### config.mk
export PLATFORM = sky130hd
export DESIGN_NAME = cmac_front
export DESIGN_NICKNAME = d
export VERILOG_FILES = /design/src/hw/rtl/cmac_pkg.sv /design/src/hw/rtl/cmac_front.sv
export SDC_FILE = /design/constraint.sdc
export NUM_CORES = 1
export LEC_CHECK = 0
export BUFFER_PORTS_ARGS = -buffer_cell sky130_fd_sc_hd__buf_2
export CORE_UTILIZATION = 35
export CTS_CLUSTER_DIAMETER = 40
export DETAILED_ROUTE_END_ITERATION = 10
export GPL_TIMING_DRIVEN = 0
export HOLD_SLACK_MARGIN = 0.15
export PLACE_DENSITY = 0.57
export SETUP_SLACK_MARGIN = 0.1
export SLEW_MARGIN = 20
export SYNTH_ARGS = -nofsm -noshare
export SYNTH_HDL_FRONTEND = slang
export SYNTH_SLANG_ARGS = --single-unit
### constraint.sdc
create_clock -name clk -period 2.3 [get_ports clk]
set_input_delay 0.23 -clock clk [delete_from_list [all_inputs] [get_ports clk]]
set_output_delay 0.23 -clock clk [all_outputs]
set_load 0.01 [all_outputs]
### src/hw/rtl/cmac_pkg.sv
package cmac_pkg;

    localparam int BLOCK_BYTES = 16;
    localparam int BLOCK_BITS  = 8 * BLOCK_BYTES;
    localparam int LAST_ROUND  = 10;

    typedef logic [BLOCK_BITS-1:0] block_t;

    typedef struct packed {
        block_t data;
        logic   last;
    } blk_entry_t;

    typedef enum logic [0:0] {
        REG_KEY_HIGH = 1'b0,
        REG_KEY_LOW  = 1'b1
    } cfg_reg_t;

    localparam logic [7:0] SBOX_TABLE [0:255] = '{
        8'h63,8'h7c,8'h77,8'h7b,8'hf2,8'h6b,8'h6f,8'hc5,8'h30,8'h01,8'h67,8'h2b,8'hfe,8'hd7,8'hab,8'h76,
        8'hca,8'h82,8'hc9,8'h7d,8'hfa,8'h59,8'h47,8'hf0,8'had,8'hd4,8'ha2,8'haf,8'h9c,8'ha4,8'h72,8'hc0,
        8'hb7,8'hfd,8'h93,8'h26,8'h36,8'h3f,8'hf7,8'hcc,8'h34,8'ha5,8'he5,8'hf1,8'h71,8'hd8,8'h31,8'h15,
        8'h04,8'hc7,8'h23,8'hc3,8'h18,8'h96,8'h05,8'h9a,8'h07,8'h12,8'h80,8'he2,8'heb,8'h27,8'hb2,8'h75,
        8'h09,8'h83,8'h2c,8'h1a,8'h1b,8'h6e,8'h5a,8'ha0,8'h52,8'h3b,8'hd6,8'hb3,8'h29,8'he3,8'h2f,8'h84,
        8'h53,8'hd1,8'h00,8'hed,8'h20,8'hfc,8'hb1,8'h5b,8'h6a,8'hcb,8'hbe,8'h39,8'h4a,8'h4c,8'h58,8'hcf,
        8'hd0,8'hef,8'haa,8'hfb,8'h43,8'h4d,8'h33,8'h85,8'h45,8'hf9,8'h02,8'h7f,8'h50,8'h3c,8'h9f,8'ha8,
        8'h51,8'ha3,8'h40,8'h8f,8'h92,8'h9d,8'h38,8'hf5,8'hbc,8'hb6,8'hda,8'h21,8'h10,8'hff,8'hf3,8'hd2,
        8'hcd,8'h0c,8'h13,8'hec,8'h5f,8'h97,8'h44,8'h17,8'hc4,8'ha7,8'h7e,8'h3d,8'h64,8'h5d,8'h19,8'h73,
        8'h60,8'h81,8'h4f,8'hdc,8'h22,8'h2a,8'h90,8'h88,8'h46,8'hee,8'hb8,8'h14,8'hde,8'h5e,8'h0b,8'hdb,
        8'he0,8'h32,8'h3a,8'h0a,8'h49,8'h06,8'h24,8'h5c,8'hc2,8'hd3,8'hac,8'h62,8'h91,8'h95,8'he4,8'h79,
        8'he7,8'hc8,8'h37,8'h6d,8'h8d,8'hd5,8'h4e,8'ha9,8'h6c,8'h56,8'hf4,8'hea,8'h65,8'h7a,8'hae,8'h08,
        8'hba,8'h78,8'h25,8'h2e,8'h1c,8'ha6,8'hb4,8'hc6,8'he8,8'hdd,8'h74,8'h1f,8'h4b,8'hbd,8'h8b,8'h8a,
        8'h70,8'h3e,8'hb5,8'h66,8'h48,8'h03,8'hf6,8'h0e,8'h61,8'h35,8'h57,8'hb9,8'h86,8'hc1,8'h1d,8'h9e,
        8'he1,8'hf8,8'h98,8'h11,8'h69,8'hd9,8'h8e,8'h94,8'h9b,8'h1e,8'h87,8'he9,8'hce,8'h55,8'h28,8'hdf,
        8'h8c,8'ha1,8'h89,8'h0d,8'hbf,8'he6,8'h42,8'h68,8'h41,8'h99,8'h2d,8'h0f,8'hb0,8'h54,8'hbb,8'h16
    };

    // byte k of a block sits in bits [127-8k -: 8]
    function automatic logic [7:0] get_byte(input block_t b, input int k);
        get_byte = b[BLOCK_BITS-1-8*k -: 8];
    endfunction

    function automatic logic [7:0] xtime(input logic [7:0] x);
        xtime = {x[6:0], 1'b0} ^ (x[7] ? 8'h1b : 8'h00);
    endfunction

    function automatic block_t key_next(input block_t rk, input logic [7:0] rcon);
        logic [7:0] k [0:15];
        block_t     r;
        for (int i = 0; i < 16; i++)
        begin
            k[i] = get_byte(rk, i);
        end
        k[0] = k[0] ^ SBOX_TABLE[k[13]] ^ rcon;
        k[1] = k[1] ^ SBOX_TABLE[k[14]];
        k[2] = k[2] ^ SBOX_TABLE[k[15]];
        k[3] = k[3] ^ SBOX_TABLE[k[12]];
        for (int i = 4; i < 16; i++)
        begin
            k[i] = k[i] ^ k[i-4];
        end
        for (int i = 0; i < 16; i++)
        begin
            r[BLOCK_BITS-1-8*i -: 8] = k[i];
        end
        key_next = r;
    endfunction

    // one cipher round; final round skips the column mix
    function automatic block_t aes_round(input block_t st, input block_t rk, input logic fin);
        logic [7:0] t [0:15];
        logic [7:0] a0, a1, a2, a3, s;
        block_t     r;
        for (int c = 0; c < 4; c++)
        begin
            for (int rr = 0; rr < 4; rr++)
            begin
                t[rr+4*c] = SBOX_TABLE[get_byte(st, rr + 4*((c+rr) % 4))];
            end
        end
        if (!fin)
        begin
            for (int c = 0; c < 4; c++)
            begin
                a0 = t[4*c];
                a1 = t[4*c+1];
                a2 = t[4*c+2];
                a3 = t[4*c+3];
                s  = a0 ^ a1 ^ a2 ^ a3;
                t[4*c]   = a0 ^ s ^ xtime(a0 ^ a1);
                t[4*c+1] = a1 ^ s ^ xtime(a1 ^ a2);
                t[4*c+2] = a2 ^ s ^ xtime(a2 ^ a3);
                t[4*c+3] = a3 ^ s ^ xtime(a3 ^ a0);
            end
        end
        for (int i = 0; i < 16; i++)
        begin
            r[BLOCK_BITS-1-8*i -: 8] = t[i];
        end
        aes_round = r ^ rk;
    endfunction

endpackage

### src/hw/rtl/cmac_front.sv
module cmac_front
    import cmac_pkg::*;
(
    input  logic       clk,
    input  logic       rst_n,
    input  logic       in_valid,
    output logic       in_ready,
    input  logic [7:0] in_byte,
    input  logic       in_last,
    output logic       push,
    output blk_entry_t push_data,
    input  logic       q_full
);
    logic [3:0] pos_reg, pos_next;
    block_t     buf_reg, buf_next;
    block_t     filled;
    logic       take;

    assign in_ready = !q_full;
    assign take     = in_valid && in_ready;

    always_comb
    begin
        filled = buf_reg;
        filled[BLOCK_BITS-1-8*pos_reg -: 8] = in_byte;
        push           = take && (in_last || (pos_reg == 4'hf));
        push_data.data = filled;
        push_data.last = in_last;
        pos_next = pos_reg;
        buf_next = buf_reg;
        if (take)
        begin
            // a pushed block leaves zeros behind, which pads a short final block
            pos_next = push ? 4'h0 : pos_reg + 4'h1;
            buf_next = push ? '0 : filled;
        end
    end

    always_ff @(posedge clk or negedge rst_n)
    begin
        if (!rst_n)
        begin
            pos_reg <= '0;
            buf_reg <= '0;
        end
        else
        begin
            pos_reg <= pos_next;
            buf_reg <= buf_next;
        end
    end
endmodule

==> summary.md <==
| Metric | Value |
|---|---|
| Most common cell after layout, fill and taps aside | buf_2 |
| Drt first pass iters | 5 |
| Antenna violations before repair | 0 |
| Final core occ | 0.575 |
| Combinational cell fraction of total power | 0.253 |
| Synthesized area per cell | between 9 and 10 um^2 |
| Slew margin rel. | 0.192 |
| Placed wire-length estimate | roughly 15000 um |
| N_diodes | 0 |
| Worst setup margin | -187 ps |
| WS Path Type | flop to primary output |
| Synth Instances | approximately 760 |
| Slew @ Worst Pin | approximately 1200 ps |
| Hold EP | pos_reg[3]$_DFFE_PN0P_ |
| Max_cap viols | 0 |
| Pin count of the biggest net entering global routing | about 90 |
| Rows | between 50 and 60 |
| Warnings, synthesis | 0 |
| R2R setup slack | about 140 ps |
| Delay-heaviest family, CP | buffers and inverters |
| Max H-tree Level | 4 |
| R2R Path Start | pos_reg[0]$_DFFE_PN0P_ |
| Failing checks | setup timing |
| Drt total wl | approximately 25000 um |
| Final Hold Viols | 0 |
| First-pass GRT wire length | ~37000 um |
| Fill count | between 1500 and 2000 |
| Fmax achieved | 402 MHz |
| Commonest non-fill, non-tap cells in the layout | buf_2 (131), dfrtp_1 (130), o21ai_2 (79), nand2_1 (79), buf_4 (64) |
| Fin crit period | 2490 ps |
| 1st-iter DRT viols | 464 |
| Met3 Usage GRT | 0.0506 |
| Syn Nets | roughly 780 |
| Area grow syn2layout | 61.3% |
| Post-DR vias/cell | ~5.4 |
| RSZ-0062 raised after global routing | yes |
| Tcrit/Tclk final | 1.08 |
| Critical path capture point type | primary output |
| # setup viols final | between 50 and 60 |
| Port Buffers | 136 |
| Setup Skew | 8.95 ps |
| Status | finished, violations left |
| Total global routing overflow | 0 |
| Initial Utilization | 0.357 |
| Leakage Power | between 4 and 5 nW |
| Max-slew violations | 0 |
| Clk root buf | clkbuf_16 |
| Clock Sinks | approximately 130 |
| Worst path required time | roughly 2100 ps |
| Total track usage | 0.239 |
| Die width | between 100 and 150 um |
| Routability cong. | 0.792 |
| Share of layout cells above drive strength 1 | 0.547 |
| Reg-to-reg endpoint | buf_reg[122]$_DFFE_PN0P_ |
| Worst-path clk slew | 60 ps |
| Switch share | 0.294 |
| GR Util met1 | 0.311 |
| Most Used Layer, Global Route | met2 |
| Fin nets | 1039 |
| Met2 Resource Use GR | 0.382 |
| Number of global-route vias before repair | around 6600 |
| Int Pwr | about 0.005 W |
| Largest register FFs | approximately 130 |
| Hold WC Path Type | input pin to flop |
| Cts bufs inserted | 17 |
| Seq cells post-synth | 132 |
| Arrival time at the worst endpoint | around 2300 ps |
| Total core area | between 15000 and 20000 um^2 |
| Max VDD drop | 0.556 mV |
| TritonCTS clock tree | built |
| CP max stage delay | between 400 and 500 ps |
| Buf/Inv on CP | 6 |
| CP cell instances | buf_8 -> inv_8 -> buf_12 -> ha_4 -> or3b_4 -> buf_8 -> buf_8 -> nand2_2 -> o21ai_2 -> buf_2 |
| Slowest CP cell | dfrtp_1 |
| CP dominant cell by count | buf_8 |
| Register area share after synthesis | 0.476 |
| Full die area | just over 20000 um^2 |
| Clock share of power | 0.395 |
| Post-synth top area share | 0.476 |
| Clock Path Buffers | 2 |
| Mapped cell area | a little under 7000 um^2 |
| Synth area leaders | dfrtp_1 (48%), o21ai_0 (9.4%), nand2_1 (9.2%) |
| Die height | 143 um |
| Startpoint types | flop |
| Hold Path Stages | 4 |
| Psw | ~0.0020 W |
| Clk_lat worst skew | about 430 ps |
| Pwr/cell area | 614 nW/um^2 |
| Hold path startpoint | q_full |
| Number of distinct library cells after synthesis | 39 |
| Synth area leader | dfrtp_1 |
| Via Count | approximately 7000 |
| CP max FO | 8 |
| R2r worst-path depth | 9 |
| Post-DRT Antenna Nets | 0 |
| DRC | 0 |
| Setup TNS | -4100 ps |
| Sequential Power Share | 0.352 |
| Wire per inst | just under 20 um |
| IO Count | around 140 |
## power by group through the flow
stage,sequential [W],combinational (W),clock [W]
6_report,0.00242,0.00174,0.00272
5_1_grt,0.00242,0.00184,0.00285
4_1_cts,0.00241,0.00138,0.00273
3_5_place_dp,0.00245,0.000852,0
3_3_place_gp,0.00245,0.000842,0
2_1_floorplan,0.00244,0.000513,0
## metal layers
metal / routed length (um) / vias up / part of all wire
met3: 1130 / 39 / 0.045
met5: 0 / - / 0
li1: - / 3241 / -
met4: 561 / 0 / 0.022
met2: 12600 / 207 / 0.50
met1: 10900 / 3481 / 0.43
## cells in the mapped netlist
| cell type | number |
|---|---|
| ha_1 | 6 |
| o2bb2ai_1 | 32 |
| clkbuf_1 | 31 |
| nand2b_1 | 4 |
| nand3_4 | 1 |
| buf_6 | 6 |
| a22o_1 | 4 |
| nor2_1 | 2 |
| nor4b_4 | 1 |
| nand3b_4 | 1 |
| inv_2 | 1 |
| nand3b_1 | 1 |
| nor3b_2 | 1 |
| a31o_2 | 8 |
| o2bb2ai_2 | 8 |
| nand3_1 | 7 |
| or4_1 | 2 |
| o21ai_1 | 1 |
| nor4_4 | 1 |
| dfrtp_1 | 132 |
| nor2b_1 | 3 |
| buf_4 | 5 |
| nand4_1 | 2 |
| o21ai_0 | 130 |
| or3b_1 | 3 |
| inv_1 | 61 |
| buf_2 | 18 |
| a21oi_1 | 3 |
| a31oi_4 | 7 |
| nand3b_2 | 4 |
| and3b_1 | 1 |
| nand2_2 | 2 |
| nand3_2 | 5 |
| and3_1 | 5 |
| nand2_1 | 171 |
| o22ai_1 | 56 |
| and2b_1 | 1 |
| a31o_4 | 1 |
| a32o_1 | 29 |
## final cells by class
cell class	instances	area, um^2	area share
multi-input cells	503	4240	0.378
flip-flops and latches	132	3310	0.295
repair buffers	247	1900	0.169
plain buffers	57	601	0.0536
clock buffers	24	502	0.0448
well taps	265	332	0.0296
inverters	62	255	0.0228
clock inverters	4	72.6	0.00648
## metrics by stage
| step | setup WS [ps] | total power [W] | cells | hold slack (ps) | instance area [um^2] |
|---|---|---|---|---|---|
| after floorplan | 138 | 0.00295 | 757 | -65.6 | 6950 |
| after global placement | -994 | 0.00329 | 1158 | 470 | 7960 |
| after detailed placement | -324 | 0.00330 | 1159 | 143 | 8000 |
| after CTS | -193 | 0.00652 | 1241 | 203 | 9950 |
| after global routing | -230 | 0.00712 | 1294 | 247 | 11200 |
| final | -187 | 0.00688 | 1294 | 209 | 11200 |
## how the worst max path moves through the flow
stage                                 startpoint                       end  slack (ps)  depth (start not counted)
final                     pos_reg[0]$_DFFE_PN0P_            push_data[125]        -190                         10
after CTS                 pos_reg[0]$_DFFE_PN0P_            push_data[126]        -190                         10
after global placement                     rst_n  buf_reg[111]$_DFFE_PN0P_        -990                          1
after detailed placement  pos_reg[0]$_DFFE_PN0P_            push_data[109]        -320                         10
after floorplan           pos_reg[0]$_DFFE_PN0P_            push_data[111]         140                          8
after global routing      pos_reg[0]$_DFFE_PN0P_            push_data[126]        -230                          9
## cells by family after synthesis
family                     Yosys count  share of synthesized area
buffers and inverters              122                     0.0784
AOI/OAI and AO/OA                  279                      0.286
DFF                                132                      0.476
and+or+nand+nor                    218                      0.150
adders and majority gates            6                     0.0108
## worst min-delay path, stage by stage
cell and delay, ps:
buf_2 170, nor4b_4 80, nand2_1 60, o21ai_0 60
## timing repair
action	in CTS	in global routing
endpoints found under the hold margin	127	0
hold buffers	1	0
gates cloned	10	3
resized for setup	335	239
pin swaps	63	71
setup buffers	44	54
setup endpoints to repair	162	129
Note: power is estimated with default switching activity, not from simulation.
