[src/hw/rtl/cmac_pkg.sv]
package cmac_pkg;

    localparam int BLOCK_BYTES = 16;
    localparam int BLOCK_BITS  = 8 * BLOCK_BYTES;
    localparam int LAST_ROUND  = 10;

    typedef logic [BLOCK_BITS-1:0] block_t;

    typedef struct packed {
        block_t data;
        logic   last;
    } blk_entry_t;

    typedef enum logic [0:0] {
        REG_KEY_HIGH = 1'b0,
        REG_KEY_LOW  = 1'b1
    } cfg_reg_t;

    localparam logic [7:0] SBOX_TABLE [0:255] = '{
        8'h63,8'h7c,8'h77,8'h7b,8'hf2,8'h6b,8'h6f,8'hc5,8'h30,8'h01,8'h67,8'h2b,8'hfe,8'hd7,8'hab,8'h76,
        8'hca,8'h82,8'hc9,8'h7d,8'hfa,8'h59,8'h47,8'hf0,8'had,8'hd4,8'ha2,8'haf,8'h9c,8'ha4,8'h72,8'hc0,
        8'hb7,8'hfd,8'h93,8'h26,8'h36,8'h3f,8'hf7,8'hcc,8'h34,8'ha5,8'he5,8'hf1,8'h71,8'hd8,8'h31,8'h15,
        8'h04,8'hc7,8'h23,8'hc3,8'h18,8'h96,8'h05,8'h9a,8'h07,8'h12,8'h80,8'he2,8'heb,8'h27,8'hb2,8'h75,
        8'h09,8'h83,8'h2c,8'h1a,8'h1b,8'h6e,8'h5a,8'ha0,8'h52,8'h3b,8'hd6,8'hb3,8'h29,8'he3,8'h2f,8'h84,
        8'h53,8'hd1,8'h00,8'hed,8'h20,8'hfc,8'hb1,8'h5b,8'h6a,8'hcb,8'hbe,8'h39,8'h4a,8'h4c,8'h58,8'hcf,
        8'hd0,8'hef,8'haa,8'hfb,8'h43,8'h4d,8'h33,8'h85,8'h45,8'hf9,8'h02,8'h7f,8'h50,8'h3c,8'h9f,8'ha8,
        8'h51,8'ha3,8'h40,8'h8f,8'h92,8'h9d,8'h38,8'hf5,8'hbc,8'hb6,8'hda,8'h21,8'h10,8'hff,8'hf3,8'hd2,
        8'hcd,8'h0c,8'h13,8'hec,8'h5f,8'h97,8'h44,8'h17,8'hc4,8'ha7,8'h7e,8'h3d,8'h64,8'h5d,8'h19,8'h73,
        8'h60,8'h81,8'h4f,8'hdc,8'h22,8'h2a,8'h90,8'h88,8'h46,8'hee,8'hb8,8'h14,8'hde,8'h5e,8'h0b,8'hdb,
        8'he0,8'h32,8'h3a,8'h0a,8'h49,8'h06,8'h24,8'h5c,8'hc2,8'hd3,8'hac,8'h62,8'h91,8'h95,8'he4,8'h79,
        8'he7,8'hc8,8'h37,8'h6d,8'h8d,8'hd5,8'h4e,8'ha9,8'h6c,8'h56,8'hf4,8'hea,8'h65,8'h7a,8'hae,8'h08,
        8'hba,8'h78,8'h25,8'h2e,8'h1c,8'ha6,8'hb4,8'hc6,8'he8,8'hdd,8'h74,8'h1f,8'h4b,8'hbd,8'h8b,8'h8a,
        8'h70,8'h3e,8'hb5,8'h66,8'h48,8'h03,8'hf6,8'h0e,8'h61,8'h35,8'h57,8'hb9,8'h86,8'hc1,8'h1d,8'h9e,
        8'he1,8'hf8,8'h98,8'h11,8'h69,8'hd9,8'h8e,8'h94,8'h9b,8'h1e,8'h87,8'he9,8'hce,8'h55,8'h28,8'hdf,
        8'h8c,8'ha1,8'h89,8'h0d,8'hbf,8'he6,8'h42,8'h68,8'h41,8'h99,8'h2d,8'h0f,8'hb0,8'h54,8'hbb,8'h16
    };

    // byte k of a block sits in bits [127-8k -: 8]
    function automatic logic [7:0] get_byte(input block_t b, input int k);
        get_byte = b[BLOCK_BITS-1-8*k -: 8];
    endfunction

    function automatic logic [7:0] xtime(input logic [7:0] x);
        xtime = {x[6:0], 1'b0} ^ (x[7] ? 8'h1b : 8'h00);
    endfunction

    function automatic block_t key_next(input block_t rk, input logic [7:0] rcon);
        logic [7:0] k [0:15];
        block_t     r;
        for (int i = 0; i < 16; i++)
        begin
            k[i] = get_byte(rk, i);
        end
        k[0] = k[0] ^ SBOX_TABLE[k[13]] ^ rcon;
        k[1] = k[1] ^ SBOX_TABLE[k[14]];
        k[2] = k[2] ^ SBOX_TABLE[k[15]];
        k[3] = k[3] ^ SBOX_TABLE[k[12]];
        for (int i = 4; i < 16; i++)
        begin
            k[i] = k[i] ^ k[i-4];
        end
        for (int i = 0; i < 16; i++)
        begin
            r[BLOCK_BITS-1-8*i -: 8] = k[i];
        end
        key_next = r;
    endfunction

    // one cipher round; final round skips the column mix
    function automatic block_t aes_round(input block_t st, input block_t rk, input logic fin);
        logic [7:0] t [0:15];
        logic [7:0] a0, a1, a2, a3, s;
        block_t     r;
        for (int c = 0; c < 4; c++)
        begin
            for (int rr = 0; rr < 4; rr++)
            begin
                t[rr+4*c] = SBOX_TABLE[get_byte(st, rr + 4*((c+rr) % 4))];
            end
        end
        if (!fin)
        begin
            for (int c = 0; c < 4; c++)
            begin
                a0 = t[4*c];
                a1 = t[4*c+1];
                a2 = t[4*c+2];
                a3 = t[4*c+3];
                s  = a0 ^ a1 ^ a2 ^ a3;
                t[4*c]   = a0 ^ s ^ xtime(a0 ^ a1);
                t[4*c+1] = a1 ^ s ^ xtime(a1 ^ a2);
                t[4*c+2] = a2 ^ s ^ xtime(a2 ^ a3);
                t[4*c+3] = a3 ^ s ^ xtime(a3 ^ a0);
            end
        end
        for (int i = 0; i < 16; i++)
        begin
            r[BLOCK_BITS-1-8*i -: 8] = t[i];
        end
        aes_round = r ^ rk;
    endfunction

endpackage

[src/hw/rtl/cmac_queue.sv]
module cmac_queue
    import cmac_pkg::*;
(
    input  logic       clk,
    input  logic       rst_n,
    input  logic       push,
    input  blk_entry_t push_data,
    output logic       full,
    input  logic       pop,
    output logic       empty,
    output blk_entry_t pop_data
);
    blk_entry_t mem_reg [0:1];
    logic       wp_reg, rp_reg;
    logic [1:0] cnt_reg;

    assign full     = (cnt_reg == 2'd2);
    assign empty    = (cnt_reg == 2'd0);
    assign pop_data = mem_reg[rp_reg];

    always_ff @(posedge clk or negedge rst_n)
    begin
        if (!rst_n)
        begin
            wp_reg     <= 1'b0;
            rp_reg     <= 1'b0;
            cnt_reg    <= 2'd0;
            mem_reg[0] <= '0;
            mem_reg[1] <= '0;
        end
        else
        begin
            if (push)
            begin
                mem_reg[wp_reg] <= push_data;
                wp_reg          <= !wp_reg;
            end
            if (pop)
            begin
                rp_reg <= !rp_reg;
            end
            cnt_reg <= cnt_reg + {1'b0, push} - {1'b0, pop};
        end
    end
endmodule

[config.mk]
export PLATFORM = sky130hd
export DESIGN_NAME = cmac_queue
export DESIGN_NICKNAME = d
export VERILOG_FILES = /design/src/hw/rtl/cmac_pkg.sv /design/src/hw/rtl/cmac_queue.sv
export SDC_FILE = /design/constraint.sdc
export NUM_CORES = 1
export LEC_CHECK = 0
export BUFFER_PORTS_ARGS = -buffer_cell sky130_fd_sc_hd__buf_2
export CORE_AREA = 2 2 157 159
export DETAILED_ROUTE_END_ITERATION = 16
export DIE_AREA = 0 0 159 161
export PLACE_DENSITY = 0.82
export SYNTH_ARGS = -nofsm -noshare
export SYNTH_HDL_FRONTEND = slang
export SYNTH_SLANG_ARGS = --single-unit
[constraint.sdc]
create_clock -name clk -period 3.1 [get_ports clk]
set_input_delay 0.93 -clock clk [delete_from_list [all_inputs] [get_ports clk]]
set_output_delay 0.93 -clock clk [all_outputs]
set_load 0.01 [all_outputs]
==> summary.md, run 1 <==
| Metric | Value |
|---|---|
| Vias in the first global route | `7335` |
| Final worst path period share | `0.9705` |
| Yosys top cell by area | `sky130_fd_sc_hd__dfrtp_1` |
| Combined flip-flop and latch cell area | `6560 sq um` |
| Number of different library cells in the post-synthesis netlist | `16` |
| Initial antenna violation count | `3` |
| Transition time of the tightest slew-check pin | `562.5 ps` |
| Required time reported for the critical path endpoint | `2170 ps` |
| Die Outline Area | `25600 sq um` |
| Post-route antenna net violation count | `0` |
| Number of remaining DRC errors | `0` |
| Finish-stage setup viols | `0` |
| Die height | `161 um` |
| Reg-to-reg critical path startpoint | `wp_reg$_DFFE_PN0P_` |
| Post-route insts no fill | `1320` |
| Max-Cap Viols | `0` |
| Type of the worst setup path | `register to output pin` |
| Worst clock skew | `16.61 ps` |
| Maximum number of pins on one net before global-route repair | `83` |
| Insertion delay of the later-clocked pin in the worst-skew pair | `540 ps` |
| Critical Path Sink Type | `output pin` |
| Most common library cell in the layout ignoring fill and taps | `sky130_fd_sc_hd__mux2_2` |
| Fillcell total | `1851` |
| Multi-input gate area | `4828 sq um` |
| Sum of negative setup slack | `0 ps` |
| Remaining global-route overflow | `0` |
| Syn-to-layout area delta | `21.81%` |
| Critical-path top delay cell | `sky130_fd_sc_hd__dfrtp_4` |
| Buffers from clock root to sink, at most | `3` |
| Startpoint class of the critical path | `register` |
| Fmax | `0.3324 GHz` |
| Number of standard cells after synthesis | `703` |
| Clock tree root buffer cell | `sky130_fd_sc_hd__clkbuf_16` |
| Total leakage power | `6.775 nW` |
| Layout cells sized above 1 | `0.7239` |
| Total Routing Usage GR | `0.1837` |
| Ratio of routed vias to standard cells | `5.111` |
| Portion of synthesized cell area occupied by the leading cell type | `0.5569` |
| Mean instance size in the synthesized netlist | `16.75 sq um` |
| Number of hold violations in the final report | `0` |
| Detail Placement HPWL | `15970 um` |
| Post-CTS resize count | `0` |
| Unrepaired setup endpoints after global routing | `no` |
| Starting DRC count in detailed routing | `258` |
| Number of max-slew violations in the final report | `0` |
| Sequential cell area fraction in the yosys report | `0.5569` |
| TritonRoute pass-1 iters | `4` |
| Result of the run | `finished, final reports clean` |
| Top library cells by usage in the layout, fill and taps aside | `sky130_fd_sc_hd__mux2_2 (286), sky130_fd_sc_hd__buf_2 (262), sky130_fd_sc_hd__dfrtp_1 (261)` |
| Crit Path Max Fanout | `44` |
| I/O Pins | `264` |
| Type of the worst min-delay path | `primary input to asynchronous set/reset pin` |
| Total wire length after detailed routing | `23780 um` |
| Number of synthesized register bits | `262` |
| Slowest stage delay, CP | `670 ps` |
| Flip-flop count of the largest register after layout | `258` |
| Count of vias placed by the detailed router | `6747` |
| Clock-pin slew reported for the worst setup and hold paths after clock tree synthesis | `60 ps` |
| Hold Worst Slack | `342.5 ps` |
| Core Footprint | `23960 sq um` |
| RD Place Congestion | `0.7790` |
| Nets | `1111` |
| Synthesis Warnings | `0` |
| Wire length of the first global-routing pass | `38730 um` |
| Number of placement rows | `57` |
| Worst endpoint data arrival time | `2080 ps` |
| Leading post-synthesis cells by cell area | `sky130_fd_sc_hd__dfrtp_1 (56%), sky130_fd_sc_hd__mux2_2 (27%), sky130_fd_sc_hd__mux2_4 (13%)` |
| Number of buffers added for setup after CTS | `0` |
| Maximum vdd ir drop | `1205 uV` |
| Power Dens Cells | `1162 nW/um^2` |
| Count of input and output buffers | `263` |
| Clock tree from TritonCTS | `yes` |
| Worst setup path startpoint | `rp_reg$_DFFE_PN0P_` |
| Quantity of hold-fixing buffers added after cts | `0` |
| Synth Cell Area | `11770 sq um` |
| Starting density of the core | `0.4913` |
| Worst max-slew margin expressed relative to the limit | `0.6250` |
| Total power consumption of the routed design | `0.01667 W` |
| Level count of the clock H-tree | `1` |
| Final critical-path required period | `3009 ps` |
| Die W | `159 um` |
| Number of buffers added by the clock tree synthesis step | `28` |
| Crit path cell chain | `buf_12, mux2_2, buf_2` |
| Cell count after placement | `1270` |
| Clock sink count | `262` |
| Wirelength per Cell | `18.01 um` |
| Diode count | `0` |
| Synthesized net count | `838` |
-- path summary, 6_finish.rpt --
path                                                  to  slack, ps  cells after the start
worst max-delay path                        pop_data[88]         90                      3
max in group asynchronous             rp_reg$_DFFE_PN0P_       1920                      2
min in group clk                mem_reg[160]$_DFFE_PN0P_        500                      1
worst max register to register   mem_reg[44]$_DFFE_PN0P_       1390                      3
worst min-delay path             mem_reg[42]$_DFFE_PN0P_        340                      1
worst min register to register  mem_reg[160]$_DFFE_PN0P_        500                      1
-- logic make-up (layout without fill, tap and decap cells) --
kind of cell	Yosys count	after routing	share of synthesized area
buffers and inverters	44	337	0.03401
DFF	262	262	0.5569
adders and majority gates	2	2	0.002125
muxes	387	387	0.4021
and+or+nand+nor	4	4	0.001913
xor gates and xnor gates	4	4	0.002976
-- critical path, delay by kind of cell, from the launching register on --
kind	cells	cell delay [ps]
DFF	1	670
buffers and inverters	2	440
muxes	1	380
-- where the power goes --
group | internal (W) | switching [W] | total, W
sequential | 0.00518 | 0.000971 | 0.00615
combinational | 0.00431 | 0.00295 | 0.00726
clock | 0.00190 | 0.00135 | 0.00326
total | 0.0114 | 0.00527 | 0.0167
-- through the flow --
step                  util  setup WS (ps)  area [sq um]
floorplan                -           1084         11770
global placement    0.5605          669.2         13430
detailed placement  0.5605          635.3         13430
CTS                 0.5984          60.64         14340
global route        0.5984          6.464         14340
finish              0.5984          91.39         14340
-- layout make-up --
type                            instances  share of cell area
Sequential cell                       262              0.4575
Clock buffer                           37             0.05619
Tap cell                              324             0.02827
Clock inverter                         13            0.007242
Multi-Input combinational cell        397              0.3367
Inverter                                2           0.0005235
Timing Repair Buffer                  285              0.1136
-- synth_stat cells --
library cell	count
sky130_fd_sc_hd__buf_6	12
sky130_fd_sc_hd__nor2_1	1
sky130_fd_sc_hd__mux2_4	100
sky130_fd_sc_hd__buf_4	3
sky130_fd_sc_hd__nor2b_2	1
sky130_fd_sc_hd__inv_1	2
sky130_fd_sc_hd__xnor2_1	2
sky130_fd_sc_hd__mux2_2	286
sky130_fd_sc_hd__ha_1	2
sky130_fd_sc_hd__buf_8	10
sky130_fd_sc_hd__xor2_1	2
sky130_fd_sc_hd__nor2b_1	1
sky130_fd_sc_hd__mux2_1	1
sky130_fd_sc_hd__dfrtp_1	262
sky130_fd_sc_hd__nand2_1	1
sky130_fd_sc_hd__buf_2	17
-- per-layer routing --
metal,GRT usage,vias to the layer above,routed length [um]
li1,-,3060,-
met1,0.2431,3431,10380
met2,0.2903,209,10760
met3,0.06446,43,2011
met4,0.04917,4,600
met5,0,-,33
(Power assumes the default switching activity.)
==> run 2: changes to the inputs <==
- CORE_AREA: 2 2 157 159 -> 2 2 145 147
- DIE_AREA: 0 0 159 161 -> 0 0 147 149
- PLACE_DENSITY: 0.82 -> 0.93
==> run 2 against run 1 <==
  * Final cell count is 4.3% lower
  * Critical path depth did not move
  * Hold slack got worse by 3.1 ps
  * Non-clock buffer count fell by 11
  * Via count up 0.49%
  * Maximum frequency increased by 3.7%
  * Clock power grew 1%
  * Wire length increased by 0.40%
  * Sequential share of layout area rose by 0.52 points
  * Critical path type unchanged
==> summary.md, run 2 (synthesis results as in run 1) <==
| Metric | Value |
|---|---|
| Worst endpoint data arrival time | `1970 ps` |
| Critical path buffers and inverters | `2` |
| Cell count after placement | `1210` |
| Die Outline Area | `21900 sq um` |
| Worst clock skew | `9.040 ps` |
| Level count of the clock H-tree | `1` |
| Total leakage power | `6.719 nW` |
| Crit path cell chain | `buf_12, mux2_2, buf_2` |
| Transition time of the tightest slew-check pin | `534.3 ps` |
| Total Routing Usage GR | `0.2145` |
| Slowest stage delay, CP | `420 ps` |
| Capturing instance or port of the critical path | `pop_data[49]` |
| Fraction of met3 tracks used by global routing | `0.06086` |
| Max-Cap Viols | `0` |
| Nets | `1099` |
| Ratio of routed vias to standard cells | `5.368` |
| Maximum number of pins on one net before global-route repair | `92` |
| Top library cells by usage in the layout, fill and taps aside | `sky130_fd_sc_hd__mux2_2 (286), sky130_fd_sc_hd__buf_2 (262), sky130_fd_sc_hd__dfrtp_1 (261)` |
| Clock sink count | `262` |
| Insertion delay of the later-clocked pin in the worst-skew pair | `520 ps` |
| Starting density of the core | `0.5727` |
| Hold Worst Slack | `339.4 ps` |
| Clock tree from TritonCTS | `yes` |
| Wire length of the first global-routing pass | `38330 um` |
| Final worst path period share | `0.9363` |
| Worst setup path startpoint | `rp_reg$_DFFE_PN0P_` |
| Die W | `147 um` |
| I/O Pins | `264` |
| Met2 routing resource usage after global routing | `0.3592` |
| Starting DRC count in detailed routing | `144` |
| Initial antenna violation count | `4` |
| Reg-to-reg critical path startpoint | `wp_reg$_DFFE_PN0P_` |
| Required time reported for the critical path endpoint | `2170 ps` |
| Met1 Usage GRT | `0.2710` |
| Wirelength per Cell | `18.90 um` |
| Post-CTS resize count | `0` |
| Number of max-slew violations in the final report | `0` |
| Total wire length after detailed routing | `23870 um` |
| Flip-flop count of the largest register after layout | `258` |
| Maximum vdd ir drop | `657.4 uV` |
| Syn-to-layout area delta | `20.44%` |
| Detail Placement HPWL | `15790 um` |
| Capture instance of the worst register-to-register path | `mem_reg[107]$_DFFE_PN0P_` |
| Count of input and output buffers | `263` |
| TritonRoute pass-1 iters | `4` |
| Crit Path Max Fanout | `91` |
| Critical-path top delay cell | `sky130_fd_sc_hd__dfrtp_4` |
| Final critical-path required period | `2902 ps` |
| Fmax | `0.3445 GHz` |
| GRT Max-Usage Layer | `met2` |
| Number of buffers added for setup after CTS | `0` |
| Worst max-slew margin expressed relative to the limit | `0.6438` |
| Clock-pin slew reported for the worst setup and hold paths after clock tree synthesis | `60 ps` |
| Critical Path Sink Type | `output pin` |
| Core Footprint | `20560 sq um` |
| Sum of negative setup slack | `0 ps` |
| Remaining global-route overflow | `0` |
| Power Dens Cells | `1174 nW/um^2` |
| R2R Setup Slk | `1460 ps` |
| Number of buffers added by the clock tree synthesis step | `27` |
| RD Place Congestion | `0.7860` |
| Count of vias placed by the detailed router | `6780` |
| Finish-stage setup viols | `0` |
| Area post-placement | `13250 sq um` |
| Number of remaining DRC errors | `0` |
| Unrepaired setup endpoints after global routing | `no` |
| Number of placement rows | `53` |
| Type of the worst min-delay path | `primary input to asynchronous set/reset pin` |
| Delay-heaviest family, CP | `buffers and inverters` |
| Post-route antenna net violation count | `0` |
| Startpoint class of the critical path | `register` |
| Buffers from clock root to sink, at most | `3` |
| Vias in the first global route | `7433` |
| Number of cells traversed by the worst register-to-register path | `3` |
| Result of the run | `finished, final reports clean` |
| Quantity of hold-fixing buffers added after cts | `0` |
| Clock tree root buffer cell | `sky130_fd_sc_hd__clkbuf_16` |
| Die height | `149 um` |
| Layout cells sized above 1 | `0.7185` |
| Most common library cell in the layout ignoring fill and taps | `sky130_fd_sc_hd__mux2_2` |
| Post-route cell area | `14180 sq um` |
| Type of the worst setup path | `register to output pin` |
| Critical Path Stages | `3` |
| Post-route insts no fill | `1263` |
| Number of hold violations in the final report | `0` |
==> run 2: cell types whose count changed in the layout (fill, tap and decap cells not counted), sizes merged <==
cell,previous run,this run
buf,285,274
clkbuf,37,42
clkinv,8,4
diode,0,4
clkinvlp,4,1
bufinv,1,2
==> run 2: layout make-up <==
type	count	area, sq um
multi-input combinational	397	4828
sequential	262	6560
tap	275	344.1
inverter	2	7.507
clock buffer	42	832.0
fill	1349	6379
antenna	4	10.01
timing repair buffer	274	1509
clock inverter	7	87.58
==> run 2: how the worst min path moves through the flow <==
stage | from | cells after the start | slack, ps | end
6_report | rst_n | 1 | 340 | mem_reg[41]$_DFFE_PN0P_
2_1_floorplan | mem_reg[126]$_DFFE_PN0P_ | 1 | 460 | mem_reg[126]$_DFFE_PN0P_
3_5_place_dp | mem_reg[126]$_DFFE_PN0P_ | 1 | 480 | mem_reg[126]$_DFFE_PN0P_
5_1_grt | rst_n | 1 | 360 | mem_reg[41]$_DFFE_PN0P_
4_1_cts | rst_n | 1 | 360 | mem_reg[41]$_DFFE_PN0P_
3_3_place_gp | mem_reg[126]$_DFFE_PN0P_ | 1 | 470 | mem_reg[126]$_DFFE_PN0P_
==> run 2: routing by layer <==
metal / part of all wire / routed length [um]
met1: 0.41 / 9784
met2: 0.49 / 11720
met3: 0.073 / 1747
met4: 0.026 / 621
met5: 0 / 0
==> run 2: per-stage QoR <==
stage          power (W)  worst slack (ps)  utilization
2_1_floorplan    0.01118              1084            -
3_3_place_gp     0.01307             741.8       0.6445
3_5_place_dp     0.01339             744.1       0.6445
4_1_cts          0.01681             182.5       0.6892
5_1_grt          0.01758             118.7       0.6896
6_report         0.01665             197.6       0.6897
==> run 2: power breakdown <==
| group | total (W) | internal (W) | switching [W] |
|---|---|---|---|
| sequential | 0.00613 | 0.00518 | 0.000943 |
| combinational | 0.00722 | 0.00422 | 0.00300 |
| clock | 0.00330 | 0.00200 | 0.00130 |
| total | 0.0166 | 0.0114 | 0.00525 |
==> run 3: changes to the inputs <==
- ABC_AREA: not set -> 1
- PLACE_DENSITY: 0.93 -> 0.91
==> run 3 against run 2 <==
  * Clock skew barely moved
  * Maximum frequency decreased by 1.5%
  * Sequential power decreased by 1%
  * Non-clock buffer count up 12
  * Die area unchanged
  * First-iteration DRC count rose to 3.7 times the previous value
  * Hold slack improved by 100 ps
  * Area after synthesis is 1.9% lower
  * Final cell count increased by 52%
  * Design area is 1.5% lower
==> summary.md, run 3 <==
| Metric | Value |
|---|---|
| Result of the run | `finished, final reports clean` |
| Worst max-slew margin expressed relative to the limit | `0.5032` |
| Number of synthesized register bits | `262` |
| Multi-input gate area | `3503 sq um` |
| Count of vias placed by the detailed router | `9636` |
| Buffers from clock root to sink, at most | `3` |
| Final worst path period share | `0.9508` |
| RD Place Congestion | `0.8106` |
| Worst endpoint data arrival time | `2020 ps` |
| Number of buffers added for setup after CTS | `0` |
| Most used standard cell by instance count after synthesis | `sky130_fd_sc_hd__nand2_1` |
| Worst clock skew | `8.656 ps` |
| Post-route antenna net violation count | `0` |
| Clock-pin slew reported for the worst setup and hold paths after clock tree synthesis | `60 ps` |
| Number of remaining DRC errors | `0` |
| Clock sink count | `262` |
| Type of the worst setup path | `register to output pin` |
| Sequential cell area fraction in the yosys report | `0.5677` |
| Most common library cell in the layout ignoring fill and taps | `sky130_fd_sc_hd__nand2_1` |
| Maximum number of pins on one net before global-route repair | `101` |
| Number of hold violations in the final report | `0` |
| Primary FF master, synth | `sky130_fd_sc_hd__dfrtp_1` |
| Detail Placement HPWL | `17410 um` |
| Quantity of hold-fixing buffers added after cts | `0` |
| EDFF count, synth | `0` |
| Switching Fraction | `0.3877` |
| Yosys top cell by area | `sky130_fd_sc_hd__dfrtp_1` |
| Number of different library cells in the post-synthesis netlist | `17` |
| Type of the worst min-delay path | `primary input to asynchronous set/reset pin` |
| Starting density of the core | `0.5618` |
| Die W | `147 um` |
| Post-synth ARST share | `1.000` |
| Mean instance size in the synthesized netlist | `8.262 sq um` |
| Clock tree root buffer cell | `sky130_fd_sc_hd__clkbuf_16` |
| Total leakage power | `7.610 nW` |
| Transition time of the tightest slew-check pin | `745.2 ps` |
| Nets | `1764` |
| Number of standard cells after synthesis | `1398` |
| Startpoint class of the critical path | `register` |
| Number of max-slew violations in the final report | `0` |
| Number of placement rows | `53` |
| Synth cell count leaders | `sky130_fd_sc_hd__nand2_1 (392), sky130_fd_sc_hd__inv_1 (263), sky130_fd_sc_hd__dfrtp_1 (262)` |
| Final core area utilization | `0.6792` |
| Max-Cap Viols | `0` |
| Unrepaired setup endpoints after global routing | `no` |
| Number of buffers added by the clock tree synthesis step | `27` |
| Total wire length after detailed routing | `26290 um` |
| Final critical-path required period | `2947 ps` |
| Maximum vdd ir drop | `587.9 uV` |
| Portion of synthesized cell area occupied by the leading cell type | `0.5677` |
| Post-CTS resize count | `0` |
| Level count of the clock H-tree | `1` |
| Leading post-synthesis cells by cell area | `sky130_fd_sc_hd__dfrtp_1 (57%), sky130_fd_sc_hd__nand2_1 (13%), sky130_fd_sc_hd__o21ai_1 (9.6%)` |
| Synthesis Warnings | `0` |
| Die Outline Area | `21900 sq um` |
| Top library cells by usage in the layout, fill and taps aside | `sky130_fd_sc_hd__nand2_1 (392), sky130_fd_sc_hd__inv_1 (263), sky130_fd_sc_hd__buf_2 (262)` |
| Remaining global-route overflow | `0` |
| Wirelength per Cell | `13.65 um` |
| Insertion delay of the later-clocked pin in the worst-skew pair | `520 ps` |
| I/O Pins | `264` |
| Part of the power in registers | `0.395` |
| Wire length of the first global-routing pass | `43070 um` |
| Total Routing Usage GR | `0.2375` |
| Flip-flop count of the largest register after layout | `258` |
| Synth Cell Area | `11550 sq um` |
| Starting DRC count in detailed routing | `533` |
| Fillcell total | `1582` |
| Syn-to-layout area delta | `20.89%` |
| Critical Path Sink Type | `output pin` |
| Initial antenna violation count | `2` |
| Ratio of routed vias to standard cells | `5.003` |
| TritonRoute pass-1 iters | `5` |
| Combinational share of power | `0.388` |
| Core Footprint | `20560 sq um` |
| Reported net switching power | `0.005942 W` |
| Die height | `149 um` |
| Sum of negative setup slack | `0 ps` |
| Required time reported for the critical path endpoint | `2170 ps` |
| Relative contribution of the clock network to total power | `0.217` |
| Int Power | `0.009383 W` |
| Layout cells sized above 1 | `0.2038` |
| Vias in the first global route | `9131` |
| Synthesized net count | `1533` |
| Count of input and output buffers | `263` |
| Fmax | `0.3393 GHz` |
| Crit Path Max Fanout | `56` |
| Combined flip-flop and latch cell area | `6560 sq um` |
| Clock tree from TritonCTS | `yes` |
| Finish-stage setup viols | `0` |
| Power Dens Cells | `1098 nW/um^2` |
-- run 3: cell types whose count changed in the layout (fill, tap and decap cells not counted), moves of 2 or more --
cell	delta
sky130_fd_sc_hd__diode_2	-2
sky130_fd_sc_hd__o21ai_0	+166
sky130_fd_sc_hd__nand2_8	+2
sky130_fd_sc_hd__o21ai_1	+221
sky130_fd_sc_hd__mux2_2	-286
sky130_fd_sc_hd__buf_4	+10
sky130_fd_sc_hd__buf_12	+2
sky130_fd_sc_hd__inv_1	+261
sky130_fd_sc_hd__clkbuf_1	-2
sky130_fd_sc_hd__nand2_1	+392
sky130_fd_sc_hd__mux2_4	-100
sky130_fd_sc_hd__xnor2_1	-2
-- run 3: area by class of cell --
type | count | share of cell area
clock inverters | 8 | 0.006900
diodes | 2 | 0.0003585
repair buffers | 286 | 0.1163
flip-flops and latches | 262 | 0.4698
well taps | 275 | 0.02464
clock buffers | 41 | 0.06004
multi-input cells | 788 | 0.2509
inverters | 264 | 0.07097
-- run 3: worst paths after layout --
path                                         start                        to  slack, ps  cells past startpoint
min in group clk           mem_reg[27]$_DFFE_PN0P_   mem_reg[27]$_DFFE_PN0P_        480                      2
max reg2reg                     wp_reg$_DFFE_PN0P_   mem_reg[71]$_DFFE_PN0P_       1420                      4
max                             rp_reg$_DFFE_PN0P_              pop_data[23]        150                      5
min                                          rst_n   mem_reg[48]$_DFFE_PN0P_        440                      1
max in group asynchronous                    rst_n  mem_reg[131]$_DFFE_PN0P_       1930                      2
min reg2reg                mem_reg[27]$_DFFE_PN0P_   mem_reg[27]$_DFFE_PN0P_        480                      2
-- run 3: critical path: stages (launching register included) --
cell	delay, ps
sky130_fd_sc_hd__dfrtp_4	690
sky130_fd_sc_hd__buf_12	300
sky130_fd_sc_hd__buf_4	190
sky130_fd_sc_hd__nand2_1	60
sky130_fd_sc_hd__o21ai_0	80
sky130_fd_sc_hd__buf_2	160
-- run 3: stage by stage --
step	setup WS, ps	area (sq um)	instances	hold slack, ps	total power [W]
after floorplan	1143	11550	1398	453.0	0.009817
after global placement	749.4	13020	1875	465.3	0.01168
after detailed placement	704.6	13020	1875	473.5	0.01200
after CTS	124.4	13960	1924	466.5	0.01542
after global routing	11.19	13960	1924	489.1	0.01653
final	152.6	13960	1926	443.6	0.01532
-- run 3: power groups by stage --
stage / Combinational [W] / Sequential (W) / Clock [W]
3_3_place_gp: 0.00572 / 0.00597 / 0
5_1_grt: 0.00673 / 0.00624 / 0.00355
3_5_place_dp: 0.00594 / 0.00606 / 0
6_report: 0.00595 / 0.00605 / 0.00332
4_1_cts: 0.00599 / 0.00604 / 0.00339
2_1_floorplan: 0.00408 / 0.00574 / 0
-- run 3: routing by layer --
layer  up-vias  track usage  routed length [um]
met5         -            0                  13
met3        56      0.05168                1814
met4         2      0.07260                 664
met2       333       0.3993               12490
li1       4773            -                   -
met1      4472       0.3131               11310
-- run 3: cells by family (layout without fill, tap and decap cells) --
| logic type | Yosys count | in the layout | synth area share |
|---|---|---|---|
| AOI/OAI and AO/OA | 387 | 387 | 0.1677 |
| xor gates and xnor gates | 2 | 2 | 0.001517 |
| adders and majority gates | 2 | 2 | 0.002166 |
| buffers and inverters | 348 | 599 | 0.1314 |
| DFF | 262 | 262 | 0.5677 |
| other | 0 | 2 | 0 |
| and+or+nand+nor | 397 | 397 | 0.1296 |
